==> src/elh_pkg.sv <==
// ----------------------------------------------------------------------------
// Event latency histogram package
// Shared sizes, codes and the records that pass between the front end, the
// command queue and the histogram back end.
// ----------------------------------------------------------------------------
package elh_pkg;

    localparam int TABLE_ENTRIES = 1024;
    localparam int HIST_IDS      = 512;
    localparam int HIST_BUCKETS  = 36;
    localparam int NS_PER_US     = 1000;

    localparam int TAB_AW     = (TABLE_ENTRIES > 1) ? $clog2(TABLE_ENTRIES) : 1;
    localparam int TAB_CW     = $clog2(TABLE_ENTRIES + 1);
    localparam int HID_W      = (HIST_IDS > 1) ? $clog2(HIST_IDS) : 1;
    localparam int HIST_DEPTH = HIST_IDS * HIST_BUCKETS;
    localparam int HADDR_W    = (HIST_DEPTH > 1) ? $clog2(HIST_DEPTH) : 1;
    // Wide enough for NS_PER_US shifted left by up to 63 bucket steps.
    localparam int THR_W      = 74;

    typedef logic [2:0] status_t;

    localparam status_t ST_IGNORED  = 3'd0;
    localparam status_t ST_STORED   = 3'd1;
    localparam status_t ST_FULL     = 3'd2;
    localparam status_t ST_NO_START = 3'd3;
    localparam status_t ST_COUNTED  = 3'd4;
    localparam status_t ST_READ     = 3'd5;

    localparam logic [1:0] ACT_START = 2'd0;
    localparam logic [1:0] ACT_END   = 2'd1;
    localparam logic [1:0] ACT_READ  = 2'd2;
    localparam logic [1:0] ACT_NONE  = 2'd3;

    localparam logic [3:0] CFG_ONLY_PROCESS = 4'd0;
    localparam logic [3:0] CFG_ONLY_EVENT   = 4'd1;

    typedef enum logic [1:0] {
        OP_PASS,
        OP_COUNT,
        OP_READ
    } op_t;

    typedef struct packed {
        op_t              op;
        status_t          status;
        logic [HID_W-1:0] hist_id;
        logic [5:0]       bucket;
    } cmd_t;

    typedef struct packed {
        status_t     status;
        logic [5:0]  bucket;
        logic [63:0] count;
    } result_t;

    typedef struct packed {
        logic clearing;
    } back_status_t;

endpackage

==> src/elh_cmd_fifo.sv <==
// ----------------------------------------------------------------------------
// Command queue
// Two-entry queue that decouples the front end from the histogram back end.
// ----------------------------------------------------------------------------
module elh_cmd_fifo (
    input  logic          clk,
    input  logic          rst_n,
    input  logic          push,
    output logic          full,
    input  elh_pkg::cmd_t din,
    input  logic          pop,
    output logic          empty,
    output elh_pkg::cmd_t dout
);

    elh_pkg::cmd_t entry_reg [2];
    logic          wr_ptr_reg;
    logic          rd_ptr_reg;
    logic [1:0]    cnt_reg;
    logic          do_push;
    logic          do_pop;

    assign full    = (cnt_reg == 2'd2);
    assign empty   = (cnt_reg == 2'd0);
    assign do_push = push && !full;
    assign do_pop  = pop && !empty;
    assign dout    = entry_reg[rd_ptr_reg];

    always_ff @(posedge clk or negedge rst_n)
    begin
        if (!rst_n)
        begin
            wr_ptr_reg <= 1'b0;
            rd_ptr_reg <= 1'b0;
            cnt_reg    <= 2'd0;
        end
        else
        begin
            if (do_push)
            begin
                wr_ptr_reg <= !wr_ptr_reg;
            end
            if (do_pop)
            begin
                rd_ptr_reg <= !rd_ptr_reg;
            end
            if (do_push && !do_pop)
            begin
                cnt_reg <= cnt_reg + 2'd1;
            end
            else if (do_pop && !do_push)
            begin
                cnt_reg <= cnt_reg - 2'd1;
            end
        end
    end

    always_ff @(posedge clk)
    begin
        if (do_push)
        begin
            entry_reg[wr_ptr_reg] <= din;
        end
    end

endmodule

==> config.mk <==
export PLATFORM = sky130hd
export DESIGN_NAME = elh_cmd_fifo
export DESIGN_NICKNAME = d
export VERILOG_FILES = /design/src/elh_pkg.sv /design/src/elh_cmd_fifo.sv
export SDC_FILE = /design/constraint.sdc
export NUM_CORES = 1
export LEC_CHECK = 0
export ABC_AREA = 1
export BUFFER_PORTS_ARGS = -buffer_cell sky130_fd_sc_hd__buf_2
export CAP_MARGIN = 20
export CORE_AREA = 2 2 65 67
export DETAILED_ROUTE_END_ITERATION = 8
export DIE_AREA = 0 0 67 69
export PLACE_DENSITY = 0.66
export SYNTH_ARGS = -nofsm -noshare
export SYNTH_HDL_FRONTEND = slang
export SYNTH_SLANG_ARGS = --single-unit
==> constraint.sdc <==
create_clock -name clk -period 1.7 [get_ports clk]
set_input_delay 0.34 -clock clk [delete_from_list [all_inputs] [get_ports clk]]
set_output_delay 0.34 -clock clk [all_outputs]
set_load 0.005 [all_outputs]
# [Yosys cells after proc, flatten, opt, wreduce, memory -nomap -nowiden]
# Memories as Yosys holds them, arrays and structs flattened.
# Cells that the tools add are included.
[word_totals] regBits=4 ramBits=40 in_bits=24 out_inout_bits=22 elab_cells=23 memories=1
[classes] n_addsub=2 n_eq_ne=1 muxes=4 reduce_logical=12
[mem_list] memory="entry_reg" depth=2 word_bits=20 read_ports=1 rd_clocked_by_memory_dff=0 write_ports=1 line="elh_cmd_fifo.sv:16" source="elh_pkg::cmd_t entry_reg [2];"
[ops] operator="zero test 1 bit" count=6
[ops] operator="logical AND 1 bit" count=4
[ops] operator="two-way mux 2 bit" count=2
[ops] operator="adder 2 x 1 -> 2 bit (second input constant)" count=1
[ops] operator="== test 2 bit (second input constant)" count=1
[ops] operator="zero test 2 bit" count=1
[ops] operator="two-way mux 1 bit" count=2
[ops] operator="nonzero test 2 bit" count=1
[ops] operator="subtractor 2 x 1 -> 2 bit (second input constant)" count=1

# [Depth between registers and ports, before layout]
# Gate-level depths: netlist of the first run.
[depth] word_depth=7 mapped_depth=9 depth_no_buf=9

# [Worst setup path before layout of the first run]
# No wires, ideal clock.
[synth_path] kind="register -> register" start="reg cnt_reg[1]" end="mem entry_reg[1][0] (netlist name) (enable)" setup_time_ns=0.397 t_arrival_ns=1.446 t_required_ns=1.303 path_slack_ns=-0.142 stages_incl_launch_ff=4 path_buffers=0 synth_period_minus_slack_ns=1.842 path_cell_list="dfrtp_1 > inv_1 > o21ai_0 > nor2_1"
[synth_via] elab_chain_cells=5
[synth_lines] item="start: declaration" line="elh_cmd_fifo.sv:19" source="logic [1:0] cnt_reg;"
[synth_lines] item="start signal: assignment" line="elh_cmd_fifo.sv:49" source="cnt_reg <= cnt_reg + 2'd1;"
[synth_lines] item="start signal: assignment" line="elh_cmd_fifo.sv:53" source="cnt_reg <= cnt_reg - 2'd1;"
[synth_lines] item="== test 2 bit" line="elh_cmd_fifo.sv:23" source="assign full = (cnt_reg == 2'd2);"
[synth_lines] item="zero test 1 bit" line="elh_cmd_fifo.sv:25" source="assign do_push = push && !full;"
[synth_lines] item="logical AND 1 bit" line="elh_cmd_fifo.sv:25"
[synth_lines] item="two-way mux 1 bit" line="elh_cmd_fifo.sv:60" source="if (do_push)"
[synth_lines] item="two-way mux 1 bit (implied by the code)" line="elh_cmd_fifo.sv:62" source="entry_reg[wr_ptr_reg] <= din;"
[synth_lines] item="end: declaration" line="elh_cmd_fifo.sv:16"
# Every way passes these cells.

==> results of run 1 <==
Yosys cell counts:
master    count  area [um^2]
nand2_1      69          259
edfxtp_1     40         1200
inv_1         8         30.0
buf_2         4         20.0
dfrtp_1       4          100
nor2_1        2         7.51
nor2_2        2         12.5
o21ai_0       2         10.0
ha_1          1         12.5
nand3_1       1         5.00
nand3b_1      1         7.51
nand4_1       1         6.26
xnor2_1       1         8.76
logic make-up (layout without fill, tap and decap cells):
kind of cell | Yosys count | count (layout) | share of synthesized area, %
AND/OR/NAND/NOR | 76 | 76 | 17.7
buffers and inverters | 12 | 69 | 2.98
AO/OA/AOI/OAI | 2 | 2 | 0.596
flip-flops | 44 | 44 | 77.4
adder cells (fa/ha/maj) | 1 | 1 | 0.744
XOR/XNOR | 1 | 1 | 0.521
worst max-delay path: stages (launching register included):
cell,delay (ns)
dfrtp_1,0.35
buf_4,0.25
nand2_1,0.09
nand2_1,0.08
buf_2,0.11
what timing repair did:
item                                    4_1_cts  5_1_grt
endpoints found under the hold margin         4        0
hold buffers                                  1        0
endpoints found under the setup margin        0        0
resized for setup                             0        0
stage by stage:
step,utilization (%),cells
finish,54.2,243
global route,54.2,243
global placement,51.2,234
floorplan,-,136
CTS,54.2,243
detailed placement,51.2,234
cell type report:
cell class / count / area, um^2
Clock buffer: 6 / 72.6
Clock inverter: 2 / 35.0
Fill cell: 351 / 1790
Inverter: 8 / 30.0
Multi-Input combinational cell: 80 / 332
Sequential cell: 44 / 1300
Tap cell: 50 / 62.6
Timing Repair Buffer: 53 / 288
per-layer routing:
metal  vias up  part of all wire (%)  wire length (um)  track usage, %
met5         -                     0                 0               0
met4         0                  0.58                17            4.76
met3         2                   5.4               159            5.22
met2        30                    51              1500            23.3
met1       494                    43              1270            16.0
li1        558                     -                 -               -
how the worst max path moves through the flow:
stage	from	to	slack, ns	cells after the start
2_1_floorplan	cnt_reg[1]	entry_reg[1][0]	0.17	3
3_3_place_gp	cnt_reg[0]	cnt_reg[1]	0.40	6
3_5_place_dp	cnt_reg[0]	cnt_reg[1]	0.30	6
4_1_cts	rd_ptr_reg	dout[2]	0.18	4
5_1_grt	rd_ptr_reg	dout[15]	0.10	4
6_report	rd_ptr_reg	dout[3]	0.21	4
placed cells by master (no fill, tap or decap):
cell and instances:
clkinv_2 1, nand3_1 1, o21ai_0 2, nand2_1 69, nor2_1 1, dfrtp_1 4, clkbuf_8 5, ha_1 1
buf_2 45, bufinv_16 1, nand3b_1 1, buf_4 7, edfxtp_1 40, dlygate4sd3_1 1, nand4_1 1, inv_1 8
nor2_2 3, xnor2_1 1, clkbuf_1 1
power breakdown:
| part | leakage (nW) | switching, mW | internal (mW) |
|---|---|---|---|
| combinational | 0.490 | 0.688 | 0.468 |
| sequential | 0.420 | 0.0875 | 1.48 |
| clock | 0.0552 | 0.313 | 0.436 |
==> results.ini, run 1 <==
[timing]
timing.fmax_ghz = 0.669
fin_ws_ns = 0.206
worst_pin_slew_ns = 0.307
finalCritPeriodShare_pct = 87.9
min_period_ns = 1.49
report.final.slew_viol_count = 0
hold_slack_ns = 0.243
rsz0062_at_grt = no
setup_viol = 0
final.setup_skew_ns = 0.00647
finalSetupTns_ns = 0
hold_viol = 0
relSlewSlack_pct = 79.3

[floorplanning]
io_pins = 46
initial_core_util_pct = 42.9
die_area_um2 = 4620
die_w_um = 67
rows = 23
fp.dieH_um = 69
core_area_um2 = 3910

[worst_setup_path]
worst-r2r-setup-slack_ns = 0.30
required_ns = 1.36
crit_path_start_kind = register
cp-end-kind = output port
cp_data_arrival_time_ns = 1.15
critPathKind = reg -> out
r2r_end = cnt_reg[1]
worst_r2r_path_depth = 6
worstReg2RegStart = cnt_reg[0]
cp_max_fo = 21

[run_status]
outcome = complete, no violations

[detailed_routing]
totalWireLength_mm = 2.95
ant_nets = 0
avgViaCountPerCell = 4.46
post_drt_wl_per_cell_um = 12.1
drt_iter0_drc = 61
vias = 1084
first_pass_iters = 4
drc = 0

[power]
power_mw = 3.47
power_density_nw_per_um2 = 1640
cellLeakagePower_nw = 0.965
peakVddDrop_mv = 1.01

[placed_design]
gp_congestion = 0.763
hpwlAfterDp_mm = 2.06
pre_cts_ws_ns = 0.296
placed_area_um2 = 2000
port_buffers = 45

[cts]
clk_pin_slew_worst_paths_ns = 0.08
cts_tree = yes
cts_buffers = 5
h-tree-depth = 2
clock_latency_ns = 0.28
cts_max_path_buffers = 2
cts_setup_buffers = 0
cts_sinks = 44
clock-root-buffer = clkbuf_8

[grt]
gr-usage-all-layers_pct = 13.9
grt_max_degree = 22
grt_first_pass_wirelength_mm = 4.82
antenna_found_initial = 0
grt_pass1_vias = 1133
gr-total-overflow = 0

[layout]
antenna_cells = 0
nets = 217
syn2layout_area_growth_pct = 26.2
largest_reg_flops = 40
drive_gt1_share_pct = 32.1
final_area_um2 = 2120

[logic_synthesis]
synth-seq-cells = 44
yosys_warnings = 0
synthCells = 136
synth_area_um2 = 1680
synth_cell_types = 13
syn_nets = 161
avgSynthCellArea_um2 = 12.4
ys_seq_area_share_pct = 77.4

[run]
cap_viol_max_count = 0

[hold_path]
worstHoldPathCells = 1
hp-start = din[11]
hold_path_class = in -> reg
hold_end = entry_reg[1][11]

Power figures use the tool's default switching activity.
==> inputs of run 2 (changes only) <==
--- a/config.mk
+++ b/config.mk
@@ -5,13 +5,13 @@
 export SDC_FILE = /design/constraint.sdc
 export NUM_CORES = 1
 export LEC_CHECK = 0
-export ABC_AREA = 1
 export BUFFER_PORTS_ARGS = -buffer_cell sky130_fd_sc_hd__buf_2
 export CAP_MARGIN = 20
 export CORE_AREA = 2 2 65 67
 export DETAILED_ROUTE_END_ITERATION = 8
 export DIE_AREA = 0 0 67 69
-export PLACE_DENSITY = 0.66
+export GPL_TIMING_DRIVEN = 0
+export PLACE_DENSITY = 0.65
 export SYNTH_ARGS = -nofsm -noshare
 export SYNTH_HDL_FRONTEND = slang
 export SYNTH_SLANG_ARGS = --single-unit
==> results.ini, run 2 <==
[run_status]
outcome = complete, no violations

[placed_design]
port_buffers = 45  ; unchanged
gp_congestion = 0.582  ; -24%
pre_cts_ws_ns = -0.274  ; -0.570 ns
hpwlAfterDp_mm = 1.70  ; -18%

[floorplanning]
die_w_um = 67  ; unchanged
core_area_um2 = 3910  ; unchanged
initial_core_util_pct = 41.8  ; -1.1 points
io_pins = 46  ; unchanged
die_area_um2 = 4620  ; unchanged
fp.dieH_um = 69  ; unchanged
rows = 23  ; unchanged

[power]
cellLeakagePower_nw = 0.880  ; -8.9%
netSwitchingFraction_pct = 27.8  ; -3.5 points
peakVddDrop_mv = 0.974  ; -3.3%
p_sw_uw = 967  ; -11%
clkPwrFrac_pct = 17.2  ; -4.4 points
combPwrFrac_pct = 36.3  ; +3.0 points
internal_power_mw = 2.51  ; +5.4%
power_density_nw_per_um2 = 1610  ; -1.8%
sequentialPowerShare_pct = 46.5  ; +1.3 points

[logic_synthesis]
synth_cell_types = 14  ; +1
avgSynthCellArea_um2 = 20.2  ; +64%
ys_seq_area_share_pct = 79.4  ; +2.0 points
synth-main-ff-cell = edfxtp_1
synth_most_common_cell = edfxtp_1
synth_top_cell_area_share_pct = 73.3  ; +1.9 points
synthCells = 81  ; -40%
synth_common_cells = edfxtp_1, mux2_1, dfrtp_1
synth_area_leaders = edfxtp_1, mux2_1, dfrtp_1, xnor2_1, xor2_1
syn_nets = 106  ; -34%
synth-seq-cells = 44  ; unchanged
synth_edf_count = 40  ; unchanged
yosys_warnings = 0  ; unchanged
async_flop_share_pct = 9.09  ; unchanged
synth_top_area_cell = edfxtp_1
synth_area_um2 = 1640  ; -2.5%

[grt]
grt_max_degree = 21  ; -4.5%
grt_first_pass_wirelength_mm = 3.74  ; -22%
gr-usage-all-layers_pct = 11.5  ; -2.4 points
antenna_found_initial = 0  ; unchanged
grt_pass1_vias = 832  ; -27%
gr-total-overflow = 0  ; unchanged

[worst_setup_path]
cp_data_arrival_time_ns = 1.34  ; +0.19 ns
required_ns = 1.36  ; about the same
crit_path_start_kind = register
cp-end-kind = output port
cp_max_fo = 10  ; -52%
critPathKind = reg -> out

[detailed_routing]
vias = 880  ; -19%
first_pass_iters = 2  ; -2
totalWireLength_mm = 2.64  ; -10%
ant_nets = 0  ; unchanged
post_drt_wl_per_cell_um = 14.1  ; +16%
avgViaCountPerCell = 4.71  ; +5.5%
drt_iter0_drc = 33  ; -46%
drc = 0  ; unchanged

[layout]
layout_common_cells = edfxtp_1, buf_2, mux2_4
final_common_cell = edfxtp_1
antenna_cells = 0  ; unchanged
nets = 161  ; -26%
final_util_pct = 55.3  ; +1.1 points
syn2layout_area_growth_pct = 32.1
largest_reg_flops = 40  ; unchanged
drive_gt1_share_pct = 54.0  ; +22 points

[timing]
min_period_ns = 1.68  ; +0.188 ns
timing.fmax_ghz = 0.594  ; -11%
final.setup_skew_ns = 0.00714  ; +0.000670 ns
finalCritPeriodShare_pct = 99.0  ; +11 points
fin_ws_ns = 0.0175  ; -0.188 ns
report.final.slew_viol_count = 0  ; unchanged
relSlewSlack_pct = 58.4  ; -21 points
setup_viol = 0  ; unchanged
worst_pin_slew_ns = 0.622  ; +0.315 ns
hold_viol = 0  ; unchanged
hold_slack_ns = 0.233  ; -0.0102 ns
rsz0062_at_grt = yes

[cts]
cts_tree = yes
clock_latency_ns = 0.29  ; about the same
clk_pin_slew_worst_paths_ns = 0.08  ; about the same
clock-root-buffer = clkbuf_8
h-tree-depth = 2  ; unchanged
cts_max_path_buffers = 2  ; unchanged
cts_buffers = 5  ; unchanged
cts_sinks = 44  ; unchanged

[run]
cap_viol_max_count = 0  ; unchanged

[hold_path]
hold_path_class = in -> reg

run 2: cell types whose count changed in the layout (fill, tap and decap cells not counted), moves of 3 or more:
| cell | before | now |
|---|---|---|
| nand2_1 | 69 | 0 |
| buf_4 | 7 | 1 |
| nor2_2 | 3 | 0 |
| buf_6 | 0 | 10 |
| inv_1 | 8 | 2 |
| mux2_1 | 0 | 7 |
| buf_2 | 45 | 37 |
| mux2_4 | 0 | 12 |
run 2: per-layer routing:
layer  vias up  wire length [um]  GRT usage (%)
met5         -                 0              0
met4         0                49           5.44
met3         5               226           6.20
met2        39              1380           18.8
met1       423               984           11.7
li1        413                 -              -
run 2: worst paths after layout:
path                       startpoint          endpoint  slack, ns  cells after the start
max in group asynchronous       rst_n        rd_ptr_reg       1.20                      2
min in group asynchronous       rst_n        rd_ptr_reg       0.37                      2
hold reg to reg            cnt_reg[0]        cnt_reg[0]       0.57                      1
setup / recovery           rd_ptr_reg           dout[7]       0.02                      3
hold / removal                 din[2]   entry_reg[1][2]       0.23                      1
setup reg to reg           cnt_reg[0]  entry_reg[0][19]       0.13                      3
run 2: repair_timing:
| action | in CTS | in global routing |
|---|---|---|
| buffers inserted | 0 | 1 |
| hold buffers | 1 | 0 |
| resized for setup | 2 | 29 |
| cloned | 0 | 1 |
| endpoints found under the setup margin | 51 | 40 |
| hold endpoints to repair | 4 | 0 |
run 2: metrics by stage:
stage          TNS (ns)  power, mW  instances  cell area (um^2)
5_1_grt          -0.359       3.71        187              2160
3_5_place_dp      -8.14       2.57        176              1930
6_report              0       3.48        187              2160
2_1_floorplan         0       2.17         81              1640
4_1_cts         -0.0677       3.18        185              2030
3_3_place_gp      -5.54       2.53        176              1930
run 2: cell families after synthesis:
| group | Yosys count | synth area share [%] |
|---|---|---|
| muxes | 20 | 13.8 |
| buffers and inverters | 4 | 1.37 |
| AOI/OAI and AO/OA | 1 | 0.305 |
| DFF | 44 | 79.5 |
| and+or+nand+nor | 6 | 1.68 |
| adders and majority gates | 1 | 0.764 |
| xor gates and xnor gates | 5 | 2.67 |
run 2: layout make-up:
type | count | area [um^2]
multi-input combinational | 33 | 378
tap | 50 | 62.6
buffer | 2 | 26.3
clock inverter | 3 | 13.8
fill | 324 | 1750
inverter | 2 | 7.51
timing repair buffer | 48 | 304
sequential | 44 | 1300
clock buffer | 5 | 68.8
run 2: critical path, stage by stage, from the launching register on:
cell	delay [ns]
dfrtp_2	0.45
buf_8	0.16
mux2_1	0.31
buf_2	0.13
run 2: power groups by stage:
| stage | clock [mW] | combinational, mW | sequential, mW |
|---|---|---|---|
| 3_3_place_gp | 0 | 0.926 | 1.60 |
| 4_1_cts | 0.624 | 0.965 | 1.59 |
| 5_1_grt | 0.688 | 1.38 | 1.64 |
| 6_report | 0.597 | 1.27 | 1.62 |
| 3_5_place_dp | 0 | 0.950 | 1.62 |
| 2_1_floorplan | 0 | 0.580 | 1.59 |
